===== src/hw/rtl/lud_pkg.sv =====
package lud_pkg;

  localparam int IdxW  = 3;
  localparam int AddrW = 6;
  localparam int DataW = 32;
  localparam int DimW  = 4;
  localparam logic [DimW-1:0] DimReset = 4'd8;

  typedef enum logic [2:0] {
    WrElem,
    WrAcc,
    WrRa,
    WrRb,
    WrQuo
  } lud_wsel_e;

  typedef struct packed {
    logic             rd_en;
    logic [AddrW-1:0] rd_addr_a;
    logic [AddrW-1:0] rd_addr_b;
    logic             wr_en;
    logic [AddrW-1:0] wr_addr;
    lud_wsel_e        wr_sel;
    logic             acc_load;
    logic             mul_en;
    logic             sub_en;
    logic             best_clr;
    logic             best_upd;
    logic [IdxW-1:0]  row;
    logic             piv_wr;
    logic [IdxW-1:0]  piv_idx;
    logic             div_start;
    logic             out_load;
    logic             out_sing;
    logic [IdxW-1:0]  out_col;
    logic             out_last;
  } lud_cmd_t;

  typedef struct packed {
    logic            found;
    logic [IdxW-1:0] piv;
    logic            div_busy;
    logic            out_free;
  } lud_sts_t;

endpackage


===== src/hw/rtl/lud_ctrl.sv =====
module lud_ctrl #(
  parameter int MAX_DIM = 8
) (
  input  logic                     clk_i,
  input  logic                     rst_ni,
  input  logic                     cfg_we_i,
  input  logic [lud_pkg::DimW-1:0] cfg_wdata_i,
  input  logic                     in_valid_i,
  output logic                     in_ready_o,
  input  lud_pkg::lud_sts_t        sts_i,
  output lud_pkg::lud_cmd_t        cmd_o
);
  import lud_pkg::*;

  localparam logic [4:0] S_LOAD = 5'd0;
  localparam logic [4:0] S_COL  = 5'd1;
  localparam logic [4:0] S_RD   = 5'd2;
  localparam logic [4:0] S_LD   = 5'd3;
  localparam logic [4:0] S_MRD  = 5'd4;
  localparam logic [4:0] S_MMUL = 5'd5;
  localparam logic [4:0] S_MSUB = 5'd6;
  localparam logic [4:0] S_WB   = 5'd7;
  localparam logic [4:0] S_PIV  = 5'd8;
  localparam logic [4:0] S_SWRD = 5'd9;
  localparam logic [4:0] S_SWA  = 5'd10;
  localparam logic [4:0] S_SWB  = 5'd11;
  localparam logic [4:0] S_DRD  = 5'd12;
  localparam logic [4:0] S_DGO  = 5'd13;
  localparam logic [4:0] S_DWT  = 5'd14;
  localparam logic [4:0] S_NXT  = 5'd15;
  localparam logic [4:0] S_ERD  = 5'd16;
  localparam logic [4:0] S_ELD  = 5'd17;
  localparam logic [4:0] S_SING = 5'd18;

  logic [4:0]      state_q, state_d;
  logic [IdxW-1:0] i_q, i_d, j_q, j_d, k_q, k_d, lr_q, lr_d, lc_q, lc_d;
  logic            cm_q, cm_d;
  logic [DimW-1:0] dim_q, dim_d, neff;
  logic [IdxW-1:0] nm1, tr, tc;

  function automatic logic [AddrW-1:0] addr(input logic [IdxW-1:0] r,
                                            input logic [IdxW-1:0] c);
    addr = AddrW'(r) * AddrW'(MAX_DIM) + AddrW'(c);
  endfunction

  always_comb begin
    if (dim_q == '0) begin
      neff = DimW'(1);
    end else if (dim_q > DimW'(MAX_DIM)) begin
      neff = DimW'(MAX_DIM);
    end else begin
      neff = dim_q;
    end
    nm1 = IdxW'(neff - DimW'(1));
    tr  = cm_q ? j_q : i_q;
    tc  = cm_q ? i_q : j_q;
  end

  always_comb begin
    state_d    = state_q;
    i_d        = i_q;
    j_d        = j_q;
    k_d        = k_q;
    lr_d       = lr_q;
    lc_d       = lc_q;
    cm_d       = cm_q;
    dim_d      = dim_q;
    in_ready_o = 1'b0;
    cmd_o      = '0;
    cmd_o.wr_sel = WrElem;

    unique case (state_q)
      S_LOAD: begin
        in_ready_o = 1'b1;
        if (in_valid_i) begin
          cmd_o.wr_en   = 1'b1;
          cmd_o.wr_addr = addr(lr_q, lc_q);
          if (lc_q == nm1) begin
            lc_d = '0;
            if (lr_q == nm1) begin
              lr_d    = '0;
              i_d     = '0;
              state_d = S_COL;
            end else begin
              lr_d = lr_q + 1'b1;
            end
          end else begin
            lc_d = lc_q + 1'b1;
          end
        end
      end
      S_COL: begin
        cmd_o.best_clr = 1'b1;
        j_d     = i_q;
        cm_d    = 1'b1;
        state_d = S_RD;
      end
      S_RD: begin
        cmd_o.rd_en     = 1'b1;
        cmd_o.rd_addr_a = addr(tr, tc);
        state_d = S_LD;
      end
      S_LD: begin
        cmd_o.acc_load = 1'b1;
        k_d     = '0;
        state_d = (i_q == '0) ? S_WB : S_MRD;
      end
      S_MRD: begin
        cmd_o.rd_en     = 1'b1;
        cmd_o.rd_addr_a = addr(tr, k_q);
        cmd_o.rd_addr_b = addr(k_q, tc);
        state_d = S_MMUL;
      end
      S_MMUL: begin
        cmd_o.mul_en = 1'b1;
        state_d = S_MSUB;
      end
      S_MSUB: begin
        cmd_o.sub_en = 1'b1;
        if (k_q == i_q - 1'b1) begin
          state_d = S_WB;
        end else begin
          k_d     = k_q + 1'b1;
          state_d = S_MRD;
        end
      end
      S_WB: begin
        cmd_o.wr_en   = 1'b1;
        cmd_o.wr_addr = addr(tr, tc);
        cmd_o.wr_sel  = WrAcc;
        cmd_o.row     = j_q;
        cmd_o.best_upd = cm_q;
        if (j_q == nm1) begin
          state_d = cm_q ? S_PIV : S_NXT;
        end else begin
          j_d     = j_q + 1'b1;
          state_d = S_RD;
        end
      end
      S_PIV: begin
        if (!sts_i.found) begin
          state_d = S_SING;
        end else begin
          cmd_o.piv_wr  = 1'b1;
          cmd_o.piv_idx = i_q;
          if (sts_i.piv != i_q) begin
            j_d     = '0;
            state_d = S_SWRD;
          end else if (i_q == nm1) begin
            state_d = S_NXT;
          end else begin
            j_d     = i_q + 1'b1;
            state_d = S_DRD;
          end
        end
      end
      S_SWRD: begin
        cmd_o.rd_en     = 1'b1;
        cmd_o.rd_addr_a = addr(i_q, j_q);
        cmd_o.rd_addr_b = addr(sts_i.piv, j_q);
        state_d = S_SWA;
      end
      S_SWA: begin
        cmd_o.wr_en   = 1'b1;
        cmd_o.wr_addr = addr(i_q, j_q);
        cmd_o.wr_sel  = WrRb;
        state_d = S_SWB;
      end
      S_SWB: begin
        cmd_o.wr_en   = 1'b1;
        cmd_o.wr_addr = addr(sts_i.piv, j_q);
        cmd_o.wr_sel  = WrRa;
        if (j_q != nm1) begin
          j_d     = j_q + 1'b1;
          state_d = S_SWRD;
        end else if (i_q == nm1) begin
          state_d = S_NXT;
        end else begin
          j_d     = i_q + 1'b1;
          state_d = S_DRD;
        end
      end
      S_DRD: begin
        cmd_o.rd_en     = 1'b1;
        cmd_o.rd_addr_a = addr(j_q, i_q);
        cmd_o.rd_addr_b = addr(i_q, i_q);
        state_d = S_DGO;
      end
      S_DGO: begin
        cmd_o.div_start = 1'b1;
        state_d = S_DWT;
      end
      S_DWT: begin
        if (!sts_i.div_busy) begin
          cmd_o.wr_en   = 1'b1;
          cmd_o.wr_addr = addr(j_q, i_q);
          cmd_o.wr_sel  = WrQuo;
          if (j_q == nm1) begin
            j_d     = i_q + 1'b1;
            cm_d    = 1'b0;
            state_d = S_RD;
          end else begin
            j_d     = j_q + 1'b1;
            state_d = S_DRD;
          end
        end
      end
      S_NXT: begin
        if (i_q == nm1) begin
          j_d     = '0;
          k_d     = '0;
          state_d = S_ERD;
        end else begin
          i_d     = i_q + 1'b1;
          state_d = S_COL;
        end
      end
      S_ERD: begin
        cmd_o.rd_en     = 1'b1;
        cmd_o.rd_addr_a = addr(j_q, k_q);
        state_d = S_ELD;
      end
      S_ELD: begin
        if (sts_i.out_free) begin
          cmd_o.out_load = 1'b1;
          cmd_o.row      = j_q;
          cmd_o.out_col  = k_q;
          cmd_o.out_last = (j_q == nm1) && (k_q == nm1);
          if ((j_q == nm1) && (k_q == nm1)) begin
            state_d = S_LOAD;
          end else begin
            if (k_q == nm1) begin
              k_d = '0;
              j_d = j_q + 1'b1;
            end else begin
              k_d = k_q + 1'b1;
            end
            state_d = S_ERD;
          end
        end
      end
      S_SING: begin
        if (sts_i.out_free) begin
          cmd_o.out_load = 1'b1;
          cmd_o.out_sing = 1'b1;
          cmd_o.out_col  = i_q;
          state_d = S_LOAD;
        end
      end
      default: state_d = S_LOAD;
    endcase

    if (cfg_we_i) begin
      dim_d = cfg_wdata_i;
      lr_d  = '0;
      lc_d  = '0;
    end
  end

  always_ff @(posedge clk_i or negedge rst_ni) begin
    if (!rst_ni) begin
      state_q <= S_LOAD;
      i_q     <= '0;
      j_q     <= '0;
      k_q     <= '0;
      lr_q    <= '0;
      lc_q    <= '0;
      cm_q    <= 1'b1;
      dim_q   <= DimReset;
    end else begin
      state_q <= state_d;
      i_q     <= i_d;
      j_q     <= j_d;
      k_q     <= k_d;
      lr_q    <= lr_d;
      lc_q    <= lc_d;
      cm_q    <= cm_d;
      dim_q   <= dim_d;
    end
  end

endmodule


===== config.mk =====
export PLATFORM = sky130hd
export DESIGN_NAME = lud_ctrl
export DESIGN_NICKNAME = d
export VERILOG_FILES = /design/src/hw/rtl/lud_pkg.sv /design/src/hw/rtl/lud_ctrl.sv
export SDC_FILE = /design/constraint.sdc
export NUM_CORES = 1
export LEC_CHECK = 0
export ABC_AREA = 1
export BUFFER_PORTS_ARGS = -buffer_cell sky130_fd_sc_hd__buf_2
export CORE_UTILIZATION = 50
export CTS_CLUSTER_DIAMETER = 150
export CTS_CLUSTER_SIZE = 16
export DETAILED_ROUTE_END_ITERATION = 12
export GPL_ROUTABILITY_DRIVEN = 0
export PLACE_DENSITY = 0.78
export SETUP_SLACK_MARGIN = 0.1
export SLEW_MARGIN = 15
export SYNTH_ARGS = -nofsm -noshare
export SYNTH_HDL_FRONTEND = slang
export SYNTH_SLANG_ARGS = --single-unit

===== constraint.sdc =====
create_clock -name clk_i -period 4.75 [get_ports clk_i]
set_input_delay 0.2375 -clock clk_i [delete_from_list [all_inputs] [get_ports clk_i]]
set_output_delay 0.2375 -clock clk_i [all_outputs]
set_load 0.02 [all_outputs]

**Word level (Yosys, flattened, before mapping)**

Index checks and enable logic that the tools add are counted.

- Add/sub/neg operators: 16
- $lt $le $gt $ge: 1
- Eq/ne operators: 40
- Multiplexer cells: 80
- Reductions and logical operators: 18

Operator list:

| kind | number |
|---|---|
| $mux W3 | 34 |
| $pmux W5 S19 | 1 |
| $pmux W7 S5 | 2 |
| $mux W5 | 12 |
| $add A6 B3 Y6 | 9 |
| $eq A5 B4 Y1 const B | 8 |
| $ne A2 B2 Y1 const B | 14 |
| $pmux W3 S4 | 2 |
| $pmux W3 S7 | 1 |
| $eq A5 B3 Y1 const B | 4 |
| $mux W4 | 5 |
| $eq A3 B3 Y1 | 6 |
| $pmux W3 S2 | 3 |
| $pmux W6 S3 | 1 |
| $add A3 B1 Y3 const B | 5 |
| $eq A5 B5 Y1 const B | 3 |
| $mux W1 | 12 |
| $eq A5 B2 Y1 const B | 2 |
| $mux W10 | 1 |
| $reduce_and A5 Y1 | 2 |
| $reduce_bool A2 Y1 | 5 |
| $reduce_and A8 Y1 | 1 |
| $mux W7 | 1 |
| $reduce_bool A7 Y1 | 1 |
| 14 further kinds | 20 |

- Bits in registers: 25
- Input port bits: 14
- Output and inout port bits: 43
- Logic and storage cells: 163

**Logic depth before layout (Yosys ltp)**

- Depth after elaboration: 10
- Depth in mapped cells: 18
- Mapped depth without buffers: 18

**Worst setup path after synthesis**

No wires, ideal clock.

- Path kind: register -> output
- Start: register dim_q[2]
- End: output cmd_o[0] (netlist name)
- Arrival: 2.115 ns
- Required time: 4.513 ns
- Path slack: 2.397 ns
- Stages on the path, launching flop included: 10
- Buffers on the path: 1
- Cells stage by stage: dfrtp_1 > o21ai_4 > nand2_4 > ha_1 > buf_4 > xor2_1 > nand3_2 > nor2_8 > nand3_2 > nor2_1

RTL lines:

| element | RTL line | RTL |
|---|---|---|
| start: declaration | lud_ctrl.sv:38 | `logic [DimW-1:0] dim_q, dim_d, neff;` |
| start signal: assignment | lud_ctrl.sv:269 | `dim_q <= DimReset;` |
| start signal: assignment | lud_ctrl.sv:278 | `dim_q <= dim_d;` |
| end: declaration | lud_ctrl.sv:11 | `output lud_pkg::lud_cmd_t cmd_o` |

==> metrics <==
result of the run=finished clean; setup slack on the worst flop-to-flop path=~2 ns; clock insertion delay at the later pin of the skew report=around 0.29 ns; core box area=5470 sq um; clock-pin transition on the worst setup and hold timing paths=~0.10 ns; number of placement rows=27; required time at the endpoint of the critical path=4.51 ns; synth top area cells=sky130_fd_sc_hd__dfrtp_1 (20%), sky130_fd_sc_hd__nand2_1 (17%), sky130_fd_sc_hd__nor2_1 (6.9%), sky130_fd_sc_hd__nand3_1 (5.8%), sky130_fd_sc_hd__inv_1 (5.6%); area share of the largest cell type after synthesis=between 20% and 30%; async set-or-reset flop fraction in the synthesized netlist=100%; Mapped Avg Cell Area=6.24 sq um; Crit Path Category=flop to output pin; total global-route track usage=32.1%; worst setup slack after layout=approximately 1.9 ns; LEAKAGE=around 1.7 nW; vias after detailed routing=approximately 3400; Seq/Total Area, Yosys=22.1%; final setup violation count=0; number of clock sinks=25; cell depth of the worst hold path=3; count of cells along the worst register-to-register path=10; buffers inserted by post-CTS timing repair=0; Post-DP HPWL=approximately 7.2 mm; cell type with the largest total area after synthesis=sky130_fd_sc_hd__dfrtp_1; syn nets=around 480; number of hold buffers added after CTS=1; I/O pins=57; number of endpoints with negative hold slack in the final report=0; clock buffer count from CTS=3; initial core utilization=a little over 50%; flip-flop and latch area=approximately 630 sq um; wire length of the first global-routing pass=15.1 mm; worst slew slack as a fraction of its limit=a little under three fifths; transition at the pin with the smallest max-transition slack=between 0.6 and 0.7 ns; leading post-synthesis cells by instance count=sky130_fd_sc_hd__nand2_1 (132), sky130_fd_sc_hd__nor2_1 (52), sky130_fd_sc_hd__inv_1 (42); worst setup skew after layout=approximately 0.0064 ns; Avg WL per Cell=between 15 and 20 um; reg2reg start=dim_q[2]; post-layout minimum cycle time=between 2 and 3 ns; maximum operating frequency=~350 MHz; Setup Total Neg Slack=0 ns; number of input and output port buffers inserted=56; buffer cell driving the clock tree root=sky130_fd_sc_hd__clkbuf_8; number of enable-type register cells in the synthesized netlist=0; arrival time of the worst setup path=approximately 2.6 ns; maxcap violations=0; total power divided by cell area=around 350 nW/um^2; final-report max-slew violation count=0; Post-Place Worst Slack=approximately 2.1 ns; nets=531; largest net degree at the start of global routing=26; post-detailed-route via-to-cell ratio=5.83; launch instance of the worst min-delay path=cfg_wdata_i[3]; die height=just under 80 um; remaining design rule violation count=0; Mapped Cells=approximately 460; Initial DRT Pass Iterations=6; worst voltage drop across the vdd grid=0.142 mV; H-tree levels=1; initial antenna violation count=0; worst reg2reg endpoint=i_q[2]; number of synthesis warnings=0; Chip Width=between 70 and 80 um; violation count after the first detailed-routing iteration=roughly 500; Worst Hold Class=primary input to flop; Worst Hold Path EP=dim_q[3]; floorplan die area=about 6000 sq um; total congestion overflow=0; summed instance area of the synthesized netlist=between 2000 and 3000 sq um; total of flip-flops plus latches after synthesis=25; total of fill cells in the finished design=around 570; area occupied by multi-input gates=between 1500 and 2000 sq um; unrepaired setup endpoints after global routing=no; final WL=between 9 and 10 mm; most frequent cell after synthesis=sky130_fd_sc_hd__nand2_1; antenna diode count=0; Main synth FF type=sky130_fd_sc_hd__dfrtp_1; number of library cell types mapped by synthesis=43; share of layout cells above drive strength 1=between 20% and 30%; Final period util=59.8%; maximum root-to-sink buffer count=2; Area Overhead vs Synth=13.6%; post-CTS resize count=0; clock tree from TritonCTS=yes; kind of launch point of the worst setup path=flop; placed standard-cell area=roughly 3200 sq um; maximum fanout encountered on the critical timing path=10; Design Area, Final=~3200 sq um; vias in the first global route=just over 3000; critical path endpoint category=output pin; number of routed nets with antenna violations=0
==> critical path: stages (launching register included) <==
cell	delay, ns
sky130_fd_sc_hd__dfrtp_1	0.47
sky130_fd_sc_hd__o21ai_4	0.23
sky130_fd_sc_hd__nand2_4	0.12
sky130_fd_sc_hd__ha_1	0.46
sky130_fd_sc_hd__xor2_1	0.21
sky130_fd_sc_hd__nand3_2	0.16
sky130_fd_sc_hd__nor2_8	0.21
sky130_fd_sc_hd__nand3_2	0.17
sky130_fd_sc_hd__nor2_1	0.12
sky130_fd_sc_hd__buf_2	0.17
==> metal layers <==
metal / track usage [%] / up-vias / wire [um]
li1: - / 1588 / -
met1: 44.1 / 1524 / 3840
met2: 50.8 / 242 / 4160
met3: 3.06 / 30 / 1060
met4: 14.7 / 0 / 303
met5: 0 / - / 0
==> report_power, final <==
group          internal (mW)  leakage (nW)  total [mW]  switching [mW]
registers              0.254         0.330       0.322          0.0681
logic                  0.206          1.37       0.661           0.455
clock network         0.0605        0.0228       0.141          0.0806
==> worst max-delay path by stage <==
stage | startpoint | to | slack, ns | cells after the start
finish | dim_q[2] | cmd_o[0] | 1.91 | 9
global route | dim_q[2] | cmd_o[0] | 1.77 | 9
CTS | dim_q[2] | cmd_o[0] | 1.91 | 9
detailed placement | dim_q[2] | i_q[2] | 2.11 | 10
global placement | dim_q[2] | i_q[2] | 2.14 | 10
floorplan | dim_q[2] | cmd_o[0] | 2.40 | 9
==> state kept, by name (all words and copies together) (netlist names) <==
signal	cells
k_q	3
cm_q	1
state_q	5
lr_q	3
i_q	3
lc_q	3
dim_q	4
j_q	3
==> cell type report <==
type	instances	share of cell area, %
Clock buffer	4	1.40
Inverter	60	6.98
Multi-Input combinational cell	362	60.4
Sequential cell	25	19.5
Tap cell	72	2.79
Timing Repair Buffer	57	9.00
==> cell families after synthesis <==
| kind of cell | share of synthesized area, % |
|---|---|
| mux | 0.793 |
| simple gates | 43.2 |
| buf+inv | 9.30 |
| flops | 22.1 |
| compound gates | 15.5 |
| fa+ha+maj | 3.53 |
| xor+xnor | 5.55 |
==> placed cells by master (no fill, tap or decap), types with 2 or more instances in the layout <==
cell type,instances
sky130_fd_sc_hd__o221ai_1,4
sky130_fd_sc_hd__nand4_1,7
sky130_fd_sc_hd__nand3_2,3
sky130_fd_sc_hd__o22ai_1,5
sky130_fd_sc_hd__o21ai_0,27
sky130_fd_sc_hd__xor2_1,10
sky130_fd_sc_hd__dfstp_2,2
sky130_fd_sc_hd__a22oi_1,2
sky130_fd_sc_hd__nand2_4,5
sky130_fd_sc_hd__nor4_1,2
sky130_fd_sc_hd__ha_1,8
sky130_fd_sc_hd__o2111ai_1,2
sky130_fd_sc_hd__clkbuf_8,3
sky130_fd_sc_hd__nand3_4,2
sky130_fd_sc_hd__nand2_2,11
sky130_fd_sc_hd__nor2_2,5
sky130_fd_sc_hd__nand3_1,33
sky130_fd_sc_hd__o21ai_1,12
sky130_fd_sc_hd__inv_2,15
sky130_fd_sc_hd__xnor2_1,8
sky130_fd_sc_hd__buf_2,56
sky130_fd_sc_hd__dfrtp_1,23
sky130_fd_sc_hd__clkinv_1,3
sky130_fd_sc_hd__mux2_2,2
sky130_fd_sc_hd__nor2_4,3
sky130_fd_sc_hd__inv_1,42
sky130_fd_sc_hd__nand2_1,132
sky130_fd_sc_hd__nor2_1,52
sky130_fd_sc_hd__o211ai_1,4
sky130_fd_sc_hd__nor3_1,3
sky130_fd_sc_hd__a21oi_1,10
==> through the flow <==
stage / utilization [%] / hold WS [ns] / instances / total power [mW]
final: 58.9 / 0.159 / 580 / 1.12
after CTS: 58.9 / 0.160 / 580 / 1.11
after global placement: 57.9 / 0.284 / 575 / 0.958
after detailed placement: 57.9 / 0.295 / 575 / 0.967
after global routing: 58.9 / 0.175 / 580 / 1.21
after floorplan: - / -0.0581 / 455 / 0.797
Note: power is estimated with default switching activity, not from simulation.
